==> src/hw/rtl/bmbp_pkg.sv <==
// Package for the bounded MSB-first bit packer: beat structs, packer state,
// register map constants and widths. No dependencies.
`timescale 1ns / 1ps

package bmbp_pkg;

  // Most bytes one block may keep; the kept-byte count is wide enough to reach this value.
  localparam int unsigned MaxBytes = 65536;
  localparam int unsigned CntW     = $clog2(MaxBytes + 1);
  localparam int unsigned LimitW   = 17;
  localparam int unsigned CmpW     = (CntW > LimitW) ? CntW : LimitW;
  localparam int unsigned IdxW     = 16;
  localparam int unsigned CodeW    = 16;
  localparam int unsigned NbitsW   = 5;

  localparam logic [LimitW-1:0] LimitReset = LimitW'(65536);

  // Register map, word index taken from the APB address.
  localparam logic RegOutputLimit = 1'b0;

  // Operation codes.
  localparam logic OpPut   = 1'b0;
  localparam logic OpStart = 1'b1;

  typedef struct packed {
    logic              operation;
    logic [NbitsW-1:0] nbits;
    logic [CodeW-1:0]  code_value;
  } in_t;

  typedef struct packed {
    logic [7:0]      out_byte;
    logic [IdxW-1:0] byte_index;
    logic            stored;
    logic            overflow;
    logic            last;
  } out_t;

  typedef struct packed {
    logic [7:0]      partial_byte;
    logic [3:0]      free_bits;
    logic [CntW-1:0] byte_count;
    logic            overflow_flag;
  } state_t;

endpackage

==> src/hw/rtl/bmbp_step.sv <==
// One packing step: from the packer state and one input beat, the next state
// and up to two completed bytes. Purely combinational; depends on bmbp_pkg.
`timescale 1ns / 1ps

module bmbp_step (
  input  bmbp_pkg::state_t            state_i,
  input  bmbp_pkg::in_t               in_i,
  input  logic [bmbp_pkg::CmpW-1:0]   limit_i,
  output bmbp_pkg::state_t            state_o,
  output bmbp_pkg::out_t              res0_o,
  output bmbp_pkg::out_t              res1_o,
  output logic [1:0]                  nres_o
);
  import bmbp_pkg::*;

  logic [4:0]      n;
  logic [CodeW-1:0] mask;
  logic [CodeW-1:0] x;
  logic [4:0]      fb;
  logic [4:0]      m;
  logic [4:0]      m8;
  logic [3:0]      fnew;
  logic [23:0]     sh;
  logic [CodeW-1:0] hi0;
  logic [CodeW-1:0] hi1;
  logic [7:0]      byte0;
  logic [7:0]      byte1;
  logic            kept0;
  logic            kept1;
  logic [CntW-1:0] cnt1;
  logic [CntW-1:0] cnt2;
  logic            ov0;
  logic            ov1;

  always_comb begin
    // Lengths above sixteen are taken as sixteen; stray high code bits are cut.
    n    = (in_i.nbits > 5'd16) ? 5'd16 : in_i.nbits;
    mask = CodeW'((17'd1 << n) - 17'd1);
    x    = in_i.code_value & mask;
    fb   = {1'b0, state_i.free_bits};
    m    = n - fb;
    m8   = m - 5'd8;
    hi0  = x >> m;
    hi1  = x >> m8;
    byte0 = state_i.partial_byte | hi0[7:0];
    byte1 = hi1[7:0];

    // Kept-count bookkeeping for the first and second byte of this beat.
    kept0 = CmpW'(state_i.byte_count) < limit_i;
    cnt1  = state_i.byte_count + CntW'(kept0);
    ov0   = state_i.overflow_flag | ~kept0;
    kept1 = CmpW'(cnt1) < limit_i;
    cnt2  = cnt1 + CntW'(kept1);
    ov1   = ov0 | ~kept1;

    state_o = state_i;
    nres_o  = 2'd0;
    fnew    = state_i.free_bits;
    sh      = '0;

    res0_o.out_byte   = byte0;
    res0_o.byte_index = kept0 ? state_i.byte_count[IdxW-1:0] : '0;
    res0_o.stored     = kept0;
    res0_o.overflow   = ov0;
    res0_o.last       = 1'b1;
    res1_o.out_byte   = byte1;
    res1_o.byte_index = kept1 ? cnt1[IdxW-1:0] : '0;
    res1_o.stored     = kept1;
    res1_o.overflow   = ov1;
    res1_o.last       = 1'b1;

    if (in_i.operation == OpStart) begin
      state_o.partial_byte  = '0;
      state_o.free_bits     = 4'd8;
      state_o.byte_count    = '0;
      state_o.overflow_flag = 1'b0;
    end else if (n < fb) begin
      // The code fits in the partial byte without completing it.
      fnew = state_i.free_bits - n[3:0];
      sh   = {8'd0, x} << fnew;
      state_o.free_bits    = fnew;
      state_o.partial_byte = state_i.partial_byte | sh[7:0];
    end else if (m < 5'd8) begin
      fnew = 4'(5'd8 - m);
      sh   = {8'd0, x} << fnew;
      state_o.free_bits     = fnew;
      state_o.partial_byte  = sh[7:0];
      state_o.byte_count    = cnt1;
      state_o.overflow_flag = ov0;
      nres_o = 2'd1;
    end else begin
      // Two bytes complete; only the second carries the last flag.
      fnew = 4'(5'd16 - m);
      sh   = {8'd0, x} << fnew;
      state_o.free_bits     = fnew;
      state_o.partial_byte  = sh[7:0];
      state_o.byte_count    = cnt2;
      state_o.overflow_flag = ov1;
      res0_o.last = 1'b0;
      nres_o = 2'd2;
    end
  end

endmodule

==> src/hw/rtl/bounded_msb_first_bit_packer.sv <==
// Top level of the bounded MSB-first bit packer: handshakes, packer state,
// the two-slot result buffer and the APB register. Depends on bmbp_pkg, bmbp_step.
`timescale 1ns / 1ps

// The packer appends codes of 0 to 16 bits, most significant bit first, to a
// partial byte and sends out every byte as it fills, one byte per output beat.
// Each input beat that completes bytes yields one or two output beats, the
// final one flagged last; a start beat or a zero-length code yields none. A
// completed byte is kept and numbered while the kept count is below the
// smaller of output_limit and the block maximum; after that, bytes are
// reported as dropped with index zero and the sticky overflow flag is set
// until the next start beat. The packer state is updated in the cycle an input
// beat is accepted, and its results land in a two-entry output buffer. An
// input beat is taken whenever the buffer will be empty after the current
// cycle, so a beat completing at most one byte passes at one per cycle while
// the output is ready; after a beat completing two bytes, the next waits
// until the second byte leaves. Results appear in the cycle after acceptance.
// output_limit sits at APB address 0 and must be written only while idle.
module bounded_msb_first_bit_packer (
  input  logic                 clk_i,
  input  logic                 rst_ni,
  input  logic                 in_valid_i,
  output logic                 in_ready_o,
  input  bmbp_pkg::in_t        in_data_i,
  output logic                 out_valid_o,
  input  logic                 out_ready_i,
  output bmbp_pkg::out_t       out_data_o,
  input  logic                 psel,
  input  logic                 penable,
  input  logic                 pwrite,
  input  logic [2:0]           paddr,
  input  logic [31:0]          pwdata,
  output logic [31:0]          prdata,
  output logic                 pready
);
  import bmbp_pkg::*;

  state_t            state_q;
  state_t            state_d;
  state_t            step_state;
  logic [LimitW-1:0] limit_q;
  logic [CmpW-1:0]   limit_eff;
  out_t              res0;
  out_t              res1;
  logic [1:0]        nres;
  out_t              slot0_q;
  out_t              slot0_d;
  out_t              slot1_q;
  out_t              slot1_d;
  logic              v0_q;
  logic              v0_d;
  logic              v1_q;
  logic              v1_d;
  logic              pop;
  logic              accept;
  logic              cfg_write;

  // Limit in force is the smaller of the register and the block maximum.
  assign limit_eff = (CmpW'(limit_q) < CmpW'(MaxBytes)) ? CmpW'(limit_q) : CmpW'(MaxBytes);

  bmbp_step u_step (
    .state_i (state_q),
    .in_i    (in_data_i),
    .limit_i (limit_eff),
    .state_o (step_state),
    .res0_o  (res0),
    .res1_o  (res1),
    .nres_o  (nres)
  );

  assign pop         = v0_q & out_ready_i;
  // Take a new beat only when the buffer drains completely this cycle.
  assign in_ready_o  = ~v0_q | (out_ready_i & ~v1_q);
  assign accept      = in_valid_i & in_ready_o;
  assign out_valid_o = v0_q;
  assign out_data_o  = slot0_q;

  always_comb begin
    state_d = accept ? step_state : state_q;
    slot0_d = slot0_q;
    slot1_d = slot1_q;
    v0_d    = v0_q;
    v1_d    = v1_q;
    if (accept) begin
      // Buffer is empty after this cycle, so fresh results fill from the head.
      slot0_d = res0;
      slot1_d = res1;
      v0_d    = (nres != 2'd0);
      v1_d    = (nres == 2'd2);
    end else if (pop) begin
      slot0_d = slot1_q;
      v0_d    = v1_q;
      v1_d    = 1'b0;
    end
  end

  always_ff @(posedge clk_i or negedge rst_ni) begin
    if (!rst_ni) begin
      state_q.partial_byte  <= '0;
      state_q.free_bits     <= 4'd8;
      state_q.byte_count    <= '0;
      state_q.overflow_flag <= 1'b0;
      v0_q                  <= 1'b0;
      v1_q                  <= 1'b0;
    end else begin
      state_q <= state_d;
      v0_q    <= v0_d;
      v1_q    <= v1_d;
    end
  end

  always_ff @(posedge clk_i) begin
    slot0_q <= slot0_d;
    slot1_q <= slot1_d;
  end

  // APB register access; the port never inserts wait states.
  assign pready    = 1'b1;
  assign cfg_write = psel & penable & pwrite & pready & (paddr[2] == RegOutputLimit);
  assign prdata    = (paddr[2] == RegOutputLimit) ? {{(32 - LimitW){1'b0}}, limit_q} : '0;

  always_ff @(posedge clk_i or negedge rst_ni) begin
    if (!rst_ni) begin
      limit_q <= LimitReset;
    end else if (cfg_write) begin
      limit_q <= pwdata[LimitW-1:0];
    end
  end

endmodule
==> config.mk <==
export PLATFORM = sky130hd
export DESIGN_NAME = bounded_msb_first_bit_packer
export DESIGN_NICKNAME = d
export VERILOG_FILES = /design/src/hw/rtl/bmbp_pkg.sv /design/src/hw/rtl/bmbp_step.sv /design/src/hw/rtl/bounded_msb_first_bit_packer.sv
export SDC_FILE = /design/constraint.sdc
export NUM_CORES = 1
export LEC_CHECK = 0
export BUFFER_PORTS_ARGS = -buffer_cell sky130_fd_sc_hd__buf_2
export CAP_MARGIN = 40
export CORE_AREA = 10 10 139 141
export CTS_CLUSTER_SIZE = 24
export DETAILED_ROUTE_END_ITERATION = 8
export DIE_AREA = 0 0 149 151
export HOLD_SLACK_MARGIN = 0.08
export PLACE_DENSITY = 0.7
export SYNTH_ARGS = -nofsm -noshare
export SYNTH_HDL_FRONTEND = slang
export SYNTH_SLANG_ARGS = --single-unit
==> constraint.sdc <==
create_clock -name clk_i -period 10.6 [get_ports clk_i]
set_clock_uncertainty 0.1 [all_clocks]
set_input_delay 2.12 -clock clk_i [delete_from_list [all_inputs] [get_ports clk_i]]
set_output_delay 2.12 -clock clk_i [all_outputs]
set_load 0.01 [all_outputs]
Word-level counts from Yosys, hierarchy flattened

Index checks and enable logic that the tools add are counted.
Widths: inputs -> output; s select.

Bits in writable memories: 0
Flip-flop bits (word level): 102
Bits in latches: 0
Memory bits (read-only): 0
Output and inout bits: 62
Word-level logic and storage cells: 78
Bits of input ports: 64
Memories: 0

Muxes and demuxes: 20
$add $sub $neg: 8
Shifts and indexed selects: 6
Div/mod/pow operators: 0
$lt $le $gt $ge: 6
Eq/ne operators: 2
Reductions and logical operators: 3
Bitwise logic cells: 17
Multipliers: 0

Operators by type and width:

| cell                  | count |
|---|---|
| $mux 30               | 2 |
| $mux 27               | 2 |
| $shl 16x4->8          | 3 |
| $add 17x1->17         | 2 |
| $lt 17x17->1          | 2 |
| $mux 17               | 2 |
| $shr 16x5->8          | 2 |
| $mux 18               | 1 |
| $lt 17x17->1 const B  | 1 |
| $and 16x16->16        | 1 |
| $mux 16               | 1 |
| $or 8x8->8            | 2 |
| $shl 1x5->16 const A  | 1 |
| $sub 16x1->16 const B | 1 |
| $mux 12               | 1 |
| $mux 1                | 7 |
| $and 1x1->1           | 6 |
| $mux 2                | 3 |
| $gt 5x5->1 const B    | 1 |
| $lt 5x4->1            | 1 |
| $lt 5x4->1 const B    | 1 |
| $mux 5                | 1 |
| $not 1->1             | 5 |
| $sub 5x4->5           | 1 |
| 9 further kinds       | 12 |

Depth between registers and ports, before layout

Depth in word-level cells: 10
Mapped depth: 33
Gate-level depth less buffers: 29

Modules after synthesis

A second synthesis with hierarchy kept.

Cell total of the unflattened synthesis: 913
Area total of the unflattened synthesis: 8,546.9 µm²

By module, submodules not included:

| module                       | cells an instance | instances | sequential area each (µm²) | area each (µm²) |
|---|---|---|---|---|
| bmbp_step                    | 665               | 1         | 0.0                        | 4,361.7 |
| bounded_msb_first_bit_packer | 248               | 1         | 2,850.2                    | 4,185.3 |

Worst setup path after synthesis

No wires, ideal clock.

Kind: register to register
Start point: reg limit_q[16]
End point: reg state_q[11] (netlist bit)
Path slack: 3,248 ps
Stages on the path, launching flop included: 32
Period minus slack after synthesis: 7,352 ps
Buffers on the path: 4
Data arrival time: 7,130 ps
Data required time: 10,378 ps
Library setup time: 122 ps
Cells stage by stage: dfstp_2 > clkinv_1 > clkbuf_1 > nand2_1 > ha_1 > and3_1 > a221oi_1 > a211oi_1 > a21oi_1 > clkbuf_1 > ha_1 > ha_1 > clkbuf_1 > nand2_1 > nor2_1 > nand2_1 > xnor2_1 > ha_1 > and3_1 > a2111o_1 > a221oi_1 > nand2_1 > clkbuf_1 > inv_1 > ha_1 > ha_1 > nor4bb_1 > nand4b_1 > o21ai_0 > nand4_1 > or3_1 > a32o_1

Cells in the longest elaborated chain, start to end: 9

RTL lines:

| what                     | RTL line                            | text |
|---|---|---|
| start: declaration       | bounded_msb_first_bit_packer.sv:41  | `logic [LimitW-1:0] limit_q;` |
| start signal: assignment | bounded_msb_first_bit_packer.sv:124 | `limit_q <= LimitReset;` |
| start signal: assignment | bounded_msb_first_bit_packer.sv:126 | `limit_q <= pwdata[LimitW-1:0];` |
| $lt 17x17->1             | bounded_msb_first_bit_packer.sv:59  | `assign limit_eff = (CmpW'(limit_q) < CmpW'(MaxBytes)) ? CmpW'(limit_q) : CmpW'(MaxBytes);` |
| $mux 17 (*)              | bounded_msb_first_bit_packer.sv:59  |  |
| $lt 17x17->1 (*)         | bmbp_step.sv:49                     | `kept0 = CmpW'(state_i.byte_count) < limit_i;` |
| $add 17x1->17 (*)        | bmbp_step.sv:50                     | `cnt1 = state_i.byte_count + CntW'(kept0);` |
| net u_step.cnt1[12]      | bmbp_step.sv:30                     | `logic [CntW-1:0] cnt1;` |
| $lt 17x17->1 (*)         | bmbp_step.sv:52                     | `kept1 = CmpW'(cnt1) < limit_i;` |
| net u_step.kept1         | bmbp_step.sv:29                     | `logic kept1;` |
| $add 17x1->17 (*)        | bmbp_step.sv:53                     | `cnt2 = cnt1 + CntW'(kept1);` |
| $mux 30 (*)              | bmbp_step.sv:83                     | `end else if (m < 5'd8) begin` |
| $mux 18 (*)              | bmbp_step.sv:77                     | `end else if (n < fb) begin` |
| $mux 30 (*)              | bmbp_step.sv:72                     | `if (in_i.operation == OpStart) begin` |
| end signal: assignment   | bounded_msb_first_bit_packer.sv:106 | `state_q <= state_d;` |
| end: declaration         | bounded_msb_first_bit_packer.sv:38  | `state_t state_q;` |

The timed path passes the listed nets; every way through them passes the cells marked *. The select of a mux whose other input is x is not followed.
A chain may end at the register's enable or synchronous reset.

Final worst setup path

Ends and elaborated chain as after synthesis.

==> results.toml <==
[critical_path]
r2r_slack_ns = 2.44
worst-r2r-cell-count = 29
startpoint = "limit_q[16]"
path_class = "reg -> reg"
cp_slowest_cell = "dfstp_2"
cpMostUsedCell = "ha_1"
reg2reg_from = "limit_q[16]"
regToRegEndpoint = "state_q[11]"
crit_arrival_ns = 8.31
crit_path_end = "state_q[11]"
crit_path_end_kind = "register"
start_kind = "register"
cp_max_fo = 18
slowest_delay_ns = 0.56
worstPathRequired_ns = 10.75

[yosys]
synth_area_sq_um = 8090
synth_ff_type = "edfxtp_1"
async_reset_ff_share_pct = 48.0
postSynthAreaPerCell_sq_um = 8.86
synth_commonest_cells = "nand2_1, o21ai_0, edfxtp_1, nor2_1"
synth_most_common_cell = "nand2_1"
synth_top_area_share_pct = 19.7
yosysWarnings = 0
ys_ff_latch = 102
synthCells = 913
seq_area_frac_synth_pct = 34.8
synth.largest_area_cell = "edfxtp_1"
yosys-top-cells-area = "edfxtp_1, dfrtp_1, ha_1"
synth_edf_count = 53
ys_types = 85

[power]
pwr-share-clk_pct = 15.8
combPwrFrac_pct = 55.4
total_leakage_power_nw = 3.88
netSwitchingFraction_pct = 44.2
power_mw = 2.11
p_int_mw = 1.18
vdd.ir_drop.worst_uv = 110
switchingPower_uw = 931
seq_power_share_pct = 28.7
p_per_area_nw_per_um2 = 236

[timing]
period_share_pct = 77.0
hold_violations = 0
fin_crit_ns = 8.16
tns_ns = 0
rsz0062_at_grt = "false"
setup_violations = 0
fmax_ghz = 0.123
max-slew-margin-rel_pct = 38.6
finalWorstSetupSlack_ns = 2.44
tightest_slew_ns = 0.909
drv_slew = 0
finalHoldWorstSlack_ns = 0.410

[cts]
post_cts_resized = 0
numCtsBuffers = 9
cts_tree = "done"
cts.reportedPaths.clkPinSlew_ns = 0.08
htree_levels = 3
clk_path_buf_depth = 2
cts_hold_buf = 0
postCtsSetupRepairBufs = 0
insertion_delay_ns = 0.36
cts_sinks = 102
cts-root-buf = "clkbuf_16"

[grt]
antenna_found_initial = 0
grt_pass1_vias = 6490
grt_pass1_wl_microns = 34100
grt.overflow.total = 0
grt.total_usage_pct = 18.5
grt_max_degree = 51

[floorplanning]
ioPinCount = 126
die_area_sq_um = 22500
die_y_microns = 151
rows = 47
start_util_pct = 49.1
core_sq_um = 16500
die_x_microns = 149

[placement]
dp_hpwl_microns = 16100
preCtsSetupSlack_ns = 2.52
numPortBuffers = 92
dp.cells = 1177
place.gp.congestion = 0.895
place_area_sq_um = 8610

[drt]
antenna_left = 0
drt-total-wl_microns = 21000
drtPass1Iterations = 5
vias = 6955
drt-initial-drc-count = 648
drc = 0
routed_via_density = 5.82
wl_per_cell_microns = 17.6

[cells_and_area]
finalCoreUtilization_pct = 54.2
register_area_sq_um = 2820
finalNonFillerCells = 1194
drive_gt1_share_pct = 17.1
multi_input_area_sq_um = 4830
nets = 1082
areaGrowthSynthToFinish_pct = 10.2
postLayoutCellArea_sq_um = 8920
antennaDiodeCount = 0
n_fill_cell = 1544

[run_status]
status = "completed"

[flow_run]
cap_violations = 0

[min_path]
hp-class = "reg -> reg"
## critical path: cells and delay by family (launching register included)
kind / cells / cell delay [ns]
AOI/OAI and AO/OA: 7 / 1.86
xor gates and xnor gates: 1 / 0.36
adders and majority gates: 6 / 1.77
buffers and inverters: 4 / 1.12
DFF: 1 / 0.56
and+or+nand+nor: 11 / 2.26
## metal layers
metal / share of wire (%) / track usage, % / up-vias
met3: 7.5 / 3.91 / 17
met2: 41 / 26.6 / 250
li1: - / - / 3441
met5: 0 / 0 / -
met1: 50 / 27.6 / 3247
met4: 1.0 / 4.22 / 0
## kinds of logic after synthesis
logic type      count (synthesis)  synth area share (%)
fa+ha+maj                      49                  7.76
other cells                     2                0.0928
buf+inv                       108                  6.14
flops                         102                  34.8
xor+xnor                       33                  3.80
compound gates                230                  19.4
simple gates                  346                  21.8
mux                            43                  6.14
## power groups by stage
stage	sequential (mW)	combinational, mW	clock, mW
5_1_grt	0.615	1.29	0.359
3_5_place_dp	0.613	1.15	0
3_3_place_gp	0.608	1.13	0
2_1_floorplan	0.611	0.852	0
6_report	0.606	1.17	0.334
4_1_cts	0.605	1.15	0.341
## how the worst min path moves through the flow
stage	start	end	slack (ns)	depth (start not counted)
detailed placement	state_q[22]	state_q[22]	0.40	2
CTS	state_q[22]	state_q[22]	0.41	2
floorplan	state_q[22]	state_q[22]	0.35	2
finish	state_q[22]	state_q[22]	0.41	2
global route	slot1_q[2]	out_data_o[2]	0.44	2
global placement	state_q[22]	state_q[22]	0.38	2
## final cells by class
class                      count  share of cell area [%]
multi-input combinational    717                    54.1
clock inverter                 6                   0.673
clock buffer                  10                    2.68
timing repair buffer         105                    6.36
inverter                      34                    1.43
tap                          220                    3.09
sequential                   102                    31.6
## flip-flops by register name, summed over array words and instances (netlist names)
signal and cells:
limit_q 17, out_data_o 27, out_valid_o 1, slot1_q 26, state_q 30, v1_q 1
## placed cells by master, fill, tap and decap left out, types with 5 or more instances in the layout
cell / instances
o21ai_0: 65
o31ai_1: 8
o22ai_1: 7
nand4b_1: 5
o21a_1: 7
ha_1: 47
nand2_1: 125
nor2b_1: 29
o211ai_1: 15
mux2i_1: 17
nor3_1: 15
a22o_1: 5
a31oi_1: 6
xnor2_1: 21
o31a_1: 7
o2111ai_1: 7
nand2b_1: 14
inv_1: 32
clkbuf_16: 9
conb_1: 16
and2_1: 9
nand3_1: 26
edfxtp_1: 53
mux2_2: 23
nand4_1: 10
a211oi_1: 14
a21oi_1: 30
buf_4: 10
or2_2: 7
or3_1: 8
a21o_1: 11
nor2_1: 52
dfrtp_1: 47
xor2_1: 11
and3_1: 15
nor4_1: 6
buf_2: 92
Note: power is estimated with default switching activity, not from simulation.
